[src/sdl_ram.sv]
// ----------------------------------------------------------------------------
// sdl_ram: generic single-write, single-read RAM
// One write port, one read port with registered read data.
// ----------------------------------------------------------------------------
module sdl_ram #(
    parameter int P_WIDTH = 8,
    parameter int P_DEPTH = 16
) (
    input  logic                                        i_clk,
    input  logic                                        i_wr_en,
    input  logic [((P_DEPTH > 1) ? $clog2(P_DEPTH) : 1)-1:0] i_wr_addr,
    input  logic [P_WIDTH-1:0]                          i_wr_data,
    input  logic [((P_DEPTH > 1) ? $clog2(P_DEPTH) : 1)-1:0] i_rd_addr,
    output logic [P_WIDTH-1:0]                          o_rd_data
);

    logic [P_WIDTH-1:0] r_mem [P_DEPTH];
    logic [P_WIDTH-1:0] r_rd_data;

    always_ff @(posedge i_clk) begin
        if (i_wr_en) begin
            r_mem[i_wr_addr] <= i_wr_data;
        end
        r_rd_data <= r_mem[i_rd_addr];
    end

    assign o_rd_data = r_rd_data;

endmodule

[config.mk]
export PLATFORM = sky130hd
export DESIGN_NAME = sdl_ram
export DESIGN_NICKNAME = d
export VERILOG_FILES = /design/src/sdl_ram.sv
export SDC_FILE = /design/constraint.sdc
export NUM_CORES = 1
export LEC_CHECK = 0
export BUFFER_PORTS_ARGS = -buffer_cell sky130_fd_sc_hd__buf_2
export CAP_MARGIN = 20
export CORE_ASPECT_RATIO = 0.7
export CORE_UTILIZATION = 42
export DETAILED_ROUTE_END_ITERATION = 8
export PLACE_DENSITY = 0.68
export SKIP_CTS_REPAIR_TIMING = 1
export SYNTH_ARGS = -nofsm -noshare
export SYNTH_HDL_FRONTEND = slang
export SYNTH_SLANG_ARGS = --single-unit
[constraint.sdc]
create_clock -name i_clk -period 1.75 [get_ports i_clk]
set_clock_uncertainty 0.2 [all_clocks]
set_input_delay 0.0875 -clock i_clk [delete_from_list [all_inputs] [get_ports i_clk]]
set_output_delay 0.0875 -clock i_clk [all_outputs]
set_load 0.01 [all_outputs]
Yosys cells after proc, flatten, opt, wreduce, memory -nomap -nowiden
Memory sizes are Yosys's and may differ from the RTL's. A register that Yosys moved wholly into a read port is not among the register bits.
Index checks and enable logic that the tools add are counted.
{"block": "totals", "ff_bits": 0, "latch_bits": 0, "ram_bits": 128, "mem_bits_ro": 0, "output_inout_bits": 8, "mem_count": 1}
{"block": "op_classes", "add_sub_neg": 0, "multipliers": 0, "div_mod_pow": 0, "n_lt_le_gt_ge": 0, "n_eq_ne": 0, "n_shift": 0, "mux": 2, "bitwise": 0, "reduce_logical": 0}
{"name": "r_mem", "words": 16, "width": 8, "read_ports": 1, "rd_clocked_by_memory_dff": 1, "write_ports": 1, "line": "17", "text": "logic [P_WIDTH-1:0] r_mem [P_DEPTH];"}
{"op": "$mux W1", "count": 2}

Depth between registers and ports, before layout
{"block": "depth", "word_depth": 2, "mapped_depth": 5, "depth_no_buf": 3}

Worst setup path before layout
Ideal clock, no wire load.
{"block": "synth_timing", "path_type": "input to register", "startpoint": "in i_wr_addr[2] (netlist name)", "endpoint": "mem r_mem[0][0] (enable)", "setup_ns": 0.383, "arrival_time_ns": 1.197, "required_ns": 1.167, "setup_slack_ns": -0.030, "cell_stages": 2, "cell_sequence": "or3b_2 -> nor3_1"}
{"element": "start, declared", "line": "11", "text": "input logic [((P_DEPTH > 1) ? $clog2(P_DEPTH) : 1)-1:0] i_wr_addr,"}
{"element": "end, declared", "line": "17"}
Straight into the memory's write port.

==> metrics <==
LEAKAGE 2.137 nW; clk_lat worst skew 0.41 ns; CTS tree done; Max Freq 0.6596 GHz; Pwr Density 1208 mW/mm2; Root Buffer clkbuf_16; sequential cell area 0.004004 mm2; Nets 309; Crit-path slowest cell mux4_1; final period utilization 0.8664; Tightest Pin Transition 0.7396 ns; antenna violations before repair 0; Min-Delay Endpoint o_rd_data[6]; ANT nets after route 0; most frequent cells in the layout edfxtp_1, buf_2, mux4_2; reg2reg path depth 3; Max-cap violations 0; Worst-path clk slew 0.06 ns; Seq/Total Area, Yosys 0.7778; Synth area leader edfxtp_1; dpl cell area 0.005575 mm2; WP data required 1.83 ns; routed len/inst 21.55 um; WL final 9935 um; Buf/Inv on CP 0; crit path time final 1.516 ns; CTS max path bufs 2; fill count 942; Setup Viol. Count Final 0; Syn. warnings 0; # IOs 26; Hold Slack 0.04717 ns; Pre-antenna DRT Iters 4; Synth-to-Final Area Change 21.32%; CP max stage delay just under 0.5 ns; crit-path cells mux4_1 -> a22oi_1 -> nand2_1; post-route setup slack 0.2338 ns; WP data arrival 1.60 ns; Post-Syn Instances roughly 230; most common cell after layout, fill and taps aside edfxtp_1; share of layout cells above drive strength 1 0.3026; Die Y 94.63 um; routability cong. 0.7180; DP Worst Slack 0.03685 ns; Hold Crit Depth 5; area of the multi-input gates 0.001062 mm2; Die X-Extent 134.3 um; HP Class input port to flip-flop; Die Footprint 0.01271 mm2; Hold Startpoint i_rd_addr[3]; kind of critical path flip-flop to flip-flop; RSZ-0062 raised after global routing false; final core utilization 0.5288; crit-path max FO 1; pin count of the biggest net entering global routing 33; Overflow after GRT 0; reg2reg end o_rd_data[3]; core area 0.01181 mm2; Fin. Hold Viols 0; fin area 0.006245 mm2; hpwl dp 6262 um; Reg2Reg Setup Slack 0.23 ns; start of the worst register-to-register path r_mem[10][3]; # diodes 0; Iteration-0 DRC Markers around 190; via count approximately 2500; Slew Limit Headroom 0.5059; CP Launch Type flip-flop; most area-consuming cells after synthesis edfxtp_1, mux4_2, mux4_1; CTS buffer count 17; gr usage total 0.1740; first-pass GRT wire length around 15000 um; PortBufs 25; count of state elements after synthesis around 140; mean area per synthesized cell between 20 and 25 um2; Vias per Instance 5.432; num rows 33; top-area cell type share of the netlist area 0.7467; clock sinks about 140; outcome finished, final reports clean; Yosys cell types 19; Top delay family on crit path multiplexers; peak supply drop 0.0007426 V; DRC 0; vias in the first global route 2479; CP endpoint kind flip-flop; Starting Density 0.4359; Slew Limit Fails 0; post-synthesis cell area 0.005147 mm2; Syn Nets ~250; total negative slack 0 ns; H-Tree Level Count 4
per-layer routing:
layer  up-vias  wire length [um]  GRT usage
li1       1096                 -          -
met4         0               126    0.06835
met1      1290              4516     0.2461
met3        13               898    0.06173
met5         -                 0          0
met2       105              4394     0.2470
cells in the mapped netlist:
cell,number
edfxtp_1,128
mux4_2,18
a22oi_1,16
mux4_1,14
nor2_1,13
nand2_1,9
dfxtp_1,8
nor3_1,4
buf_2,3
buf_6,3
clkdlybuf4s25_2,3
nand2b_1,2
nand3b_1,2
and2_1,1
and2b_1,1
buf_4,1
nand3_1,1
nor2b_1,1
or3b_2,1
area by class of cell:
cell class,instances,area share
Multi-Input combinational cell,83,0.1701
Clock buffer,22,0.07433
Sequential cell,136,0.6412
Tap cell,157,0.03146
Timing Repair Buffer,53,0.06291
Clock inverter,10,0.02004
power by group:
| group | leakage, nW | switching (mW) | total, mW | internal [mW] |
|---|---|---|---|---|
| combinational | 0.625 | 0.199 | 0.362 | 0.163 |
| clock | 0.289 | 1.22 | 3.51 | 2.29 |
| sequential | 1.22 | 0.0240 | 3.67 | 3.64 |
tightest hold or removal path: cells and delay by family:
family / cells / cell delay, ns
simple gates: 2 / 0.14
buf+inv: 2 / 0.30
compound gates: 1 / 0.10
worst max-delay path by stage:
stage / start / endpoint / slack (ns) / cells after the start
finish: r_mem[10][3] / o_rd_data[3] / 0.23 / 3
global placement: i_rd_addr[0] / o_rd_data[1] / 0.06 / 5
detailed placement: i_rd_addr[0] / o_rd_data[3] / 0.04 / 5
global route: r_mem[11][5] / o_rd_data[5] / 0.16 / 3
CTS: r_mem[5][0] / o_rd_data[0] / 0.22 / 3
floorplan: i_wr_addr[2] / r_mem[3][0] / 0.20 / 2
registers in the layout (all words and copies together), names as in the netlist:
register and cells:
r_mem 128, o_rd_data 8
kinds of logic after synthesis:
logic type	after synthesis	share of synthesized area
AOI/OAI and AO/OA	16	0.02334
DFF	136	0.7778
and+or+nand+nor	35	0.03184
muxes	32	0.1502
buffers and inverters	10	0.01677
through the flow:
stage	total power, mW	instances
after floorplan	3.920	229
after global placement	4.074	421
after detailed placement	4.087	421
after CTS	7.599	453
after global routing	7.769	461
final	7.541	461
No activity file was read; power rests on OpenSTA's default activity.
